## src/csum_pkg.sv

```systemverilog
`default_nettype none

package csum_pkg;

  localparam int unsigned PosW = 17;
  localparam logic [PosW-1:0] PosMax = '1;
  localparam logic [PosW-1:0] HdrEnd = PosW'(20);
  localparam logic [PosW-3:0] SrcQuad = (PosW-2)'(3);
  localparam logic [PosW-3:0] DstQuad = (PosW-2)'(4);

  // Packet totals handed from the accumulator to the finishing stages
  typedef struct packed {
    logic [15:0]     sum;
    logic [7:0]      held;
    logic            odd;
    logic [31:0]     src;
    logic [31:0]     dst;
    logic [7:0]      proto;
    logic [15:0]     length;
    logic [PosW-1:0] seen;
    logic [PosW-1:0] stop;
  } final_t;

  // Ones' complement add with end-around carry
  function automatic logic [15:0] oc_add(input logic [15:0] a, input logic [15:0] b);
    logic [16:0] s;
    logic [16:0] f;
    s = {1'b0, a} + {1'b0, b};
    f = {1'b0, s[15:0]} + {16'b0, s[16]};
    return f[15:0];
  endfunction

endpackage

`default_nettype wire

```

## src/internet_checksum_engine_top.sv

```systemverilog
// Last byte to checksum: input, totals, partial-sum and result registers in turn.
// Throughput: one byte per cycle into the accumulator while no result waits untaken.
// A result waiting untaken holds the whole pipe, so in_ready falls with it.
// Reset (rst, synchronous, active high) empties the pipe; the next byte opens a packet.
`default_nettype none

module internet_checksum_engine_top
  import csum_pkg::*;
(
  input  wire logic        clk,
  input  wire logic        rst,
  input  wire logic        in_valid,
  output logic             in_ready,
  input  wire logic [7:0]  data_byte,
  input  wire logic        last_byte,
  input  wire logic [7:0]  proto_number,
  input  wire logic [15:0] skip_count,
  input  wire logic [15:0] sum_length,
  output logic             out_valid,
  input  wire logic        out_ready,
  output logic [15:0]      checksum,
  output logic             short_data,
  output logic             short_header
);

  logic   adv;
  logic   rec_valid;
  final_t rec;

  assign in_ready = adv;

  // Byte accumulator
  csum_accum u_accum (
    .clk          (clk),
    .rst          (rst),
    .adv          (adv),
    .in_valid     (in_valid),
    .data_byte    (data_byte),
    .last_byte    (last_byte),
    .proto_number (proto_number),
    .skip_count   (skip_count),
    .sum_length   (sum_length),
    .rec_valid    (rec_valid),
    .rec          (rec)
  );

  // Pseudo-header add, fold and result register
  csum_final u_final (
    .clk          (clk),
    .rst          (rst),
    .rec_valid    (rec_valid),
    .rec          (rec),
    .adv          (adv),
    .out_valid    (out_valid),
    .out_ready    (out_ready),
    .checksum     (checksum),
    .short_data   (short_data),
    .short_header (short_header)
  );

endmodule

`default_nettype wire

```

## src/csum_accum.sv

```systemverilog
`default_nettype none

module csum_accum
  import csum_pkg::*;
(
  input  wire logic        clk,
  input  wire logic        rst,
  input  wire logic        adv,
  input  wire logic        in_valid,
  input  wire logic [7:0]  data_byte,
  input  wire logic        last_byte,
  input  wire logic [7:0]  proto_number,
  input  wire logic [15:0] skip_count,
  input  wire logic [15:0] sum_length,
  output logic             rec_valid,
  output final_t           rec
);

  // Input register
  logic        a_valid;
  logic [7:0]  a_data;
  logic        a_last;
  logic [7:0]  a_proto;
  logic [15:0] a_skip;
  logic [15:0] a_length;

  // Per-packet state
  logic            in_packet;
  logic [PosW-1:0] pos;
  logic [15:0]     sum;
  logic [7:0]      held;
  logic            odd;
  logic [31:0]     src;
  logic [31:0]     dst;
  logic [7:0]      proto;
  logic [15:0]     skip;
  logic [15:0]     length;

  logic            first;
  logic [7:0]      proto_next;
  logic [15:0]     skip_next;
  logic [15:0]     length_next;
  logic [PosW-1:0] pos_cur;
  logic [PosW-1:0] pos_next;
  logic [PosW-1:0] stop;
  logic            in_range;
  logic [15:0]     sum_cur;
  logic [15:0]     sum_next;
  logic [7:0]      held_cur;
  logic [7:0]      held_next;
  logic            odd_cur;
  logic            odd_next;
  logic [31:0]     src_next;
  logic [31:0]     dst_next;

  always_ff @(posedge clk) begin
    if (rst) begin
      a_valid <= 1'b0;
    end else if (adv) begin
      a_valid <= in_valid;
    end
  end

  always_ff @(posedge clk) begin
    if (adv) begin
      a_data   <= data_byte;
      a_last   <= last_byte;
      a_proto  <= proto_number;
      a_skip   <= skip_count;
      a_length <= sum_length;
    end
  end

  // Start a fresh packet on the first byte: take its controls, clear totals
  always_comb begin
    first       = !in_packet;
    proto_next  = first ? a_proto : proto;
    skip_next   = first ? a_skip : skip;
    length_next = first ? a_length : length;
    pos_cur     = first ? '0 : pos;
    sum_cur     = first ? '0 : sum;
    held_cur    = first ? '0 : held;
    odd_cur     = first ? 1'b0 : odd;
    src_next    = first ? '0 : src;
    dst_next    = first ? '0 : dst;

    // Capture the addresses, high byte first
    if (pos_cur[PosW-1:2] == SrcQuad) begin
      src_next[8*(3-pos_cur[1:0]) +: 8] = a_data;
    end
    if (pos_cur[PosW-1:2] == DstQuad) begin
      dst_next[8*(3-pos_cur[1:0]) +: 8] = a_data;
    end

    // Pair bytes into big-endian words inside the summed range
    stop      = {1'b0, skip_next} + {1'b0, length_next};
    in_range  = (pos_cur >= {1'b0, skip_next}) && (pos_cur < stop);
    sum_next  = sum_cur;
    held_next = held_cur;
    odd_next  = odd_cur;
    if (in_range) begin
      if (!odd_cur) begin
        held_next = a_data;
        odd_next  = 1'b1;
      end else begin
        sum_next = oc_add(sum_cur, {held_cur, a_data});
        odd_next = 1'b0;
      end
    end

    // Saturate the position beyond the end of any summed range
    pos_next = (pos_cur == PosMax) ? pos_cur : pos_cur + PosW'(1);
  end

  always_ff @(posedge clk) begin
    if (rst) begin
      in_packet <= 1'b0;
    end else if (adv && a_valid) begin
      in_packet <= !a_last;
    end
  end

  always_ff @(posedge clk) begin
    if (adv && a_valid) begin
      pos    <= pos_next;
      sum    <= sum_next;
      held   <= held_next;
      odd    <= odd_next;
      src    <= src_next;
      dst    <= dst_next;
      proto  <= proto_next;
      skip   <= skip_next;
      length <= length_next;
    end
  end

  // Hand the packet totals on at the last byte
  always_ff @(posedge clk) begin
    if (rst) begin
      rec_valid <= 1'b0;
    end else if (adv) begin
      rec_valid <= a_valid && a_last;
    end
  end

  always_ff @(posedge clk) begin
    if (adv) begin
      rec.sum    <= sum_next;
      rec.held   <= held_next;
      rec.odd    <= odd_next;
      rec.src    <= src_next;
      rec.dst    <= dst_next;
      rec.proto  <= proto_next;
      rec.length <= length_next;
      rec.seen   <= pos_next;
      rec.stop   <= stop;
    end
  end

endmodule

`default_nettype wire

```

## src/csum_final.sv

```systemverilog
`default_nettype none

module csum_final
  import csum_pkg::*;
(
  input  wire logic        clk,
  input  wire logic        rst,
  input  wire logic        rec_valid,
  input  wire final_t      rec,
  output logic             adv,
  output logic             out_valid,
  input  wire logic        out_ready,
  output logic [15:0]      checksum,
  output logic             short_data,
  output logic             short_header
);

  logic        d_valid;
  logic [17:0] d_part_a;
  logic [17:0] d_part_b;
  logic        d_short_data;
  logic        d_short_header;

  logic        pseudo;
  logic [17:0] part_a;
  logic [17:0] part_b;
  logic [18:0] total;
  logic [16:0] fold1;
  logic [16:0] fold2;

  // Advance the whole pipe unless a result waits untaken
  assign adv = !out_valid || out_ready;

  // Split the terms into two partial sums
  always_comb begin
    pseudo = (rec.proto != '0);
    part_a = {2'b0, rec.sum} + (rec.odd ? {2'b0, rec.held, 8'h00} : 18'd0);
    part_b = '0;
    if (pseudo) begin
      part_a = part_a + {2'b0, rec.src[31:16]} + {2'b0, rec.src[15:0]};
      part_b = {2'b0, rec.dst[31:16]} + {2'b0, rec.dst[15:0]} + {2'b0, rec.length}
             + {10'b0, rec.proto};
    end
  end

  always_ff @(posedge clk) begin
    if (rst) begin
      d_valid <= 1'b0;
    end else if (adv) begin
      d_valid <= rec_valid;
    end
  end

  always_ff @(posedge clk) begin
    if (adv) begin
      d_part_a       <= part_a;
      d_part_b       <= part_b;
      d_short_data   <= (rec.seen < rec.stop);
      d_short_header <= pseudo && (rec.seen < HdrEnd);
    end
  end

  // Combine and fold the carries back in
  always_comb begin
    total = {1'b0, d_part_a} + {1'b0, d_part_b};
    fold1 = {1'b0, total[15:0]} + {14'b0, total[18:16]};
    fold2 = {1'b0, fold1[15:0]} + {16'b0, fold1[16]};
  end

  always_ff @(posedge clk) begin
    if (rst) begin
      out_valid <= 1'b0;
    end else if (adv) begin
      out_valid <= d_valid;
    end
  end

  always_ff @(posedge clk) begin
    if (adv) begin
      checksum     <= ~fold2[15:0];
      short_data   <= d_short_data;
      short_header <= d_short_header;
    end
  end

endmodule

`default_nettype wire

```

## config.mk

```make
export PLATFORM = sky130hd
export DESIGN_NAME = internet_checksum_engine_top
export DESIGN_NICKNAME = d
export VERILOG_FILES = /design/src/csum_pkg.sv /design/src/internet_checksum_engine_top.sv /design/src/csum_accum.sv /design/src/csum_final.sv
export SDC_FILE = /design/constraint.sdc
export NUM_CORES = 1
export LEC_CHECK = 0
export BUFFER_PORTS_ARGS = -buffer_cell sky130_fd_sc_hd__clkbuf_2
export CORE_MARGIN = 1.5
export CORE_UTILIZATION = 57
export DETAILED_ROUTE_END_ITERATION = 10
export PLACE_DENSITY = 0.77
export SLEW_MARGIN = 5
export SYNTH_ARGS = -nofsm -noshare
export SYNTH_HDL_FRONTEND = slang
export SYNTH_HIERARCHICAL = 1
export SYNTH_SLANG_ARGS = --single-unit
```

## constraint.sdc

```tcl
create_clock -name clk -period 12.2 [get_ports clk]
set_clock_uncertainty 0.15 [all_clocks]
set_input_delay 0.61 -clock clk [delete_from_list [all_inputs] [get_ports clk]]
set_output_delay 0.61 -clock clk [all_outputs]
set_load 0.01 [all_outputs]
```

* After elaboration in Yosys (flattened, before gate mapping)
Cells that the tools add are included.
** Cells by class
- Add/subtract/negate cells :: 15
- Order comparisons :: 4
- Muxes and demuxes :: 22
- Reductions and logical operators :: 8
- Eq/ne operators :: 3
- Shifts and indexed selects :: 2
- Bitwise logic cells :: 1
** Operator list (count)
- 32-bit 2-to-1 mux :: 4
- 16-bit 2-to-1 mux :: 6
- 32-bit bitwise mux :: 2
- 18-bit by 16-bit adder with 18-bit output :: 3
- 16-bit by 16-bit adder with 17-bit output :: 3
- 17-bit < comparator :: 2
- 17-bit 2-to-1 mux :: 2
- 32-bit negator with 34-bit output :: 1
- 8-bit by 34-bit variable shift with 32-bit output, first input constant :: 1
- 8-bit by 34-bit variable part select with 32-bit output :: 1
- 16-bit by 1-bit adder with 16-bit output :: 2
- 8-bit 2-to-1 mux :: 4
- 18-bit by 18-bit adder with 19-bit output :: 1
- 16-bit by 18-bit adder with 18-bit output :: 1
- 18-bit by 8-bit adder with 18-bit output :: 1
- 18-bit 2-to-1 mux :: 1
- 16-bit by 3-bit adder with 17-bit output :: 1
- 17-bit by 1-bit adder with 17-bit output, second input constant :: 1
- 17-bit == test, second input constant :: 1
- 17-bit by 16-bit greater-or-equal comparator with 1-bit output :: 1
- 17-bit by 5-bit < comparator with 1-bit output, second input constant :: 1
- 16-bit NOT :: 1
- 15-bit by 2-bit == test with 1-bit output, second input constant :: 1
- 15-bit by 3-bit == test with 1-bit output, second input constant :: 1
- other kinds (6) :: 12
** Word-level totals
- Register bits :: 403
- Output and inout bits :: 20

* Depth between registers and ports, before layout
- Word-level depth :: 6
- Gate-level depth with buffers :: 30

* Hierarchy
Netlist, hierarchy kept.
** Modules (own cells, without submodules)
- csum_accum :: times used 1, area an instance 15358.5 sq um, cells each 1046
- csum_final :: times used 1, area an instance 6700.2 sq um, cells each 690

* Least setup slack after synthesis
No wires, ideal clock.
- Path type :: in2reg
- Start :: input out_ready
- End :: register u_accum.in_packet
- Slack :: 0.743 ns
- Path buffers :: 0
- Library setup time :: 0.131 ns
- Arrival time :: 11.176 ns
- Stages on the path :: 4
- Path through :: nand2b_1 and2_1 nand2_1 nor3b_1
** On the way
- Longest elaborated chain between the ends :: 2
** Ends and longest elaborated chain
- start, declared :: RTL line internet_checksum_engine_top.sv:20 : input wire logic out_ready,
- 1-bit logical OR :: RTL line csum_final.sv:32 : assign adv = !out_valid || out_ready;
- 1-bit logical AND :: RTL line csum_accum.sv:118 : end else if (adv && a_valid) begin
- end signal, assigned :: RTL line csum_accum.sv:119 : in_packet <= !a_last;
- end, declared :: RTL line csum_accum.sv:28 : logic in_packet;
Every way passes these cells.
A chain may end at the register's enable or synchronous reset.

* Final worst setup path
- Start :: register u_accum.in_packet
- End :: register u_accum.sum[8], data pin
** On the way
- Longest elaborated chain between the ends :: 5
** Ends and longest elaborated chain
- 16-bit 2-to-1 mux (*) :: RTL line csum_accum.sv:78 : skip_next = first ? a_skip : skip;
- net u_accum.skip_next[1] :: RTL line csum_accum.sv:41 : logic [15:0] skip_next;
- 16-bit by 16-bit adder with 17-bit output :: RTL line csum_accum.sv:96 : stop = {1'b0, skip_next} + {1'b0, length_next};
- 17-bit < comparator :: RTL line csum_accum.sv:97 : in_range = (pos_cur >= {1'b0, skip_next}) && (pos_cur < stop);
- 1-bit logical AND (*) :: RTL line csum_accum.sv:97
- 16-bit 2-to-1 mux (*) :: RTL line csum_accum.sv:101 : if (in_range) begin
- net u_accum.sum_next[8] :: RTL line csum_accum.sv:48 : logic [15:0] sum_next;
- end signal, assigned :: RTL line csum_accum.sv:126 : sum <= sum_next;
- end, declared :: RTL line csum_accum.sv:30 : logic [15:0] sum;
Mark *: on every way through the listed nets, which the timed path passes. The rest lies on a longest branch.

==> results.tsv <==
metric	value	unit
synth_fp_nets	1993	
route.antenna.remaining_nets	0	
timing_worst_slew_pin_value	1162	ps
holdCritPathClass	in2reg	
synth-seq-cells	403	
ant_cells	0	
cts.repair_timing.setup_buffer_count	0	
drt_pre_antenna_iters	5	
die-width	199.7	um
grt_max_degree	87	
relSlewSlack	22.47	%
final_setup_violations	0	
timing.setup.tns	0	ps
synth-async-reset-ratio	0	%
placed_area	22930	sq um
total_power	4.067	mW
crit_required	12310	ps
synth_seq_area_share	54.63	%
io_pins	73	
tritoncts.num_buffers	42	
cts_num_sinks	403	
routed_wl	46.86	mm
clk_transition_reported_paths	60	ps
detailed_place_hpwl	33.57	mm
num-nets-final	2068	
postSynthCellCount	1736	
power-per-cell-area	167.8	nW/um^2
critical_path_launch_point_type	register	
route.vias.total	14030	
leak_pwr	9.993	nW
number_of_flops_mapped_to_enable_cells_by_yosys	398	
die_height	199.7	um
vias_in_the_first_global_route	13810	
core_area	37840	sq um
clk-insertion-delay-late	570	ps
layout-drive-gt1-share	12.05	%
cts_root_buffer	clkbuf_16	
port-buffer-count	72	
first_pass_grt_wire_length	73.69	mm
finalHoldWorstSlack	63.26	ps
cts_tree	yes	
grt_total_usage	24.17	%
avgRoutedWirePerCell	19.91	um
final-max-slew-violation-count	0	
finish.instance_area	24230	sq um
final_period_minus_worst_setup_slack	7331	ps
timing.critical_path.to_type	register	
maxCapViolCount	0	
h-tree-depth	2	
drt_iter0_drc	1106	
ctsLongestPathBuffers	3	
highest_clock_rate	0.1364	GHz
path_class	reg2reg	
rsz0062_at_grt	false	
final_hold_viol_count	0	
core.rowCount	71	
syn_to_final_growth	9.858	%
start_util	58.29	%
postCtsHoldBufs	0	
min_period_over_period	60.09	%
cp_data_arrival_time	7440	ps
run_status	finished clean	
ys.flop_type	edfxtp_1	
syn-mean-instance-area	12.71	sq um
drt-vias-per-instance	5.960	
worst_ir_drop_vdd	0.1199	mV
ys_warn_count	6	
cts_resized	0	
cp_max_fo	62	
yosysUniqueCellTypes	98	
drcViolationCount	0	
place_congestion	0.8899	
grt_overflow	0	
antenna_violations_before_repair	0	
floorplan.die_area	39890	sq um
netlist_area_pre_place	22060	sq um
==> final timing paths <==
| kind | start | depth (start not counted) | slack (ps) | end |
|---|---|---|---|---|
| worst max register to register | u_accum/in_packet | 20 | 4870 | u_accum/sum[8] |
| worst min-delay path | sum_length[12] | 1 | 60 | u_accum/a_length[12] |
| worst max-delay path | u_accum/in_packet | 20 | 4870 | u_accum/sum[8] |
| worst min register to register | u_final/d_short_header | 0 | 280 | u_final/short_header |
==> layout make-up <==
cell class / instances / area, sq um
clock buffer: 46 / 1087
clock inverter: 30 / 214.0
fill: 2806 / 13610
inverter: 134 / 503.0
multi-input combinational: 1150 / 9314
sequential: 403 / 12060
tap: 511 / 639.4
timing repair buffer: 80 / 420.4
==> stage by stage <==
step                      cells  util (%)  setup slack [ps]
after detailed placement   2278     60.60              4904
after floorplan            1736         -             742.7
after global routing       2354     64.03              4289
after CTS                  2354     64.03              4934
final                      2354     64.03              4869
after global placement     2278     60.60              5185
==> cells in the final DEF, fill, tap and decap left out, types with 16 or more instances in the layout <==
cell type	n
inv_1	134
nor2_1	90
o21a_1	16
a21o_1	29
xor2_1	39
nand2_1	68
a21oi_1	85
clkbuf_2	72
fa_1	46
nand2b_1	21
o21ai_0	60
mux2_2	26
nor2b_1	18
and2_1	53
mux2i_1	25
a22o_1	56
nor3_1	32
nand3_1	48
xnor2_1	71
edfxtp_1	398
clkbuf_16	43
ha_1	158
==> sequential cells by signal, summed over array words and instances (netlist names), 8 cells and up <==
register	cells
u_accum/held	8
u_accum/src	32
u_accum/pos	17
u_accum/a_skip	16
u_final/d_part_b	18
u_accum/a_length	16
u_accum/dst	32
u_final/checksum	16
u_accum/proto	8
u_accum/a_proto	8
u_final/d_part_a	18
u_accum/sum	16
u_accum/a_data	8
u_accum/skip	16
u_accum/length	16
u_accum/rec	147
==> cell usage after synthesis (31+ instances only) <==
library cell | number | share of area [%]
nor2_1 | 90 | 1.5
xor2_1 | 39 | 1.5
nor3_1 | 32 | 0.73
ha_1 | 158 | 9.0
a22o_1 | 56 | 2.2
o21ai_0 | 60 | 1.4
fa_1 | 46 | 4.2
nand3_1 | 48 | 1.1
edfxtp_1 | 398 | 54
a21oi_1 | 85 | 1.9
xnor2_1 | 71 | 2.8
clkbuf_1 | 31 | 0.53
and2_1 | 54 | 1.5
inv_1 | 134 | 2.3
nand2_1 | 68 | 1.2
==> worst max-delay path, cell delays in order, from the launching register on <==
cell       delay (ps)
dfxtp_4           630
buf_4             730
mux2i_1           440
inv_1             110
ha_1              300
a21oi_1           160
o211ai_1          180
o31ai_1           370
o21ai_0           210
o211ai_1          330
o21bai_1          110
a21oi_1           240
xor2_1            190
ha_1              250
o2111ai_1         300
nor2_1             80
a2111oi_0         480
nand4_1           400
nor2_2           1000
mux2i_1           280
nor2_1             80
==> per-layer routing <==
layer / track usage [%] / vias up / share of wire (%)
li1: - / 6619 / -
met1: 33.06 / 6857 / 43
met2: 39.58 / 473 / 48
met3: 3.713 / 81 / 6.6
met4: 8.382 / 0 / 2.8
met5: 0 / - / 0
==> cell families (layout without fill, tap and decap cells) <==
kind of cell    Yosys count  count (layout)  share of synthesized area (%)
buf+inv                 183             290                          3.188
fa+ha+maj               204             204                          13.14
simple gates            426             426                          10.54
compound gates          356             356                          11.40
flops                   403             403                          54.63
mux                      51              51                          2.462
xor+xnor                113             113                          4.640
==> power breakdown <==
group,internal [mW],leakage [nW],switching [mW]
logic,0.443,5.07,0.639
clock network,0.671,0.639,0.541
registers,1.71,4.29,0.0631
Note: power is estimated with default switching activity, not from simulation.
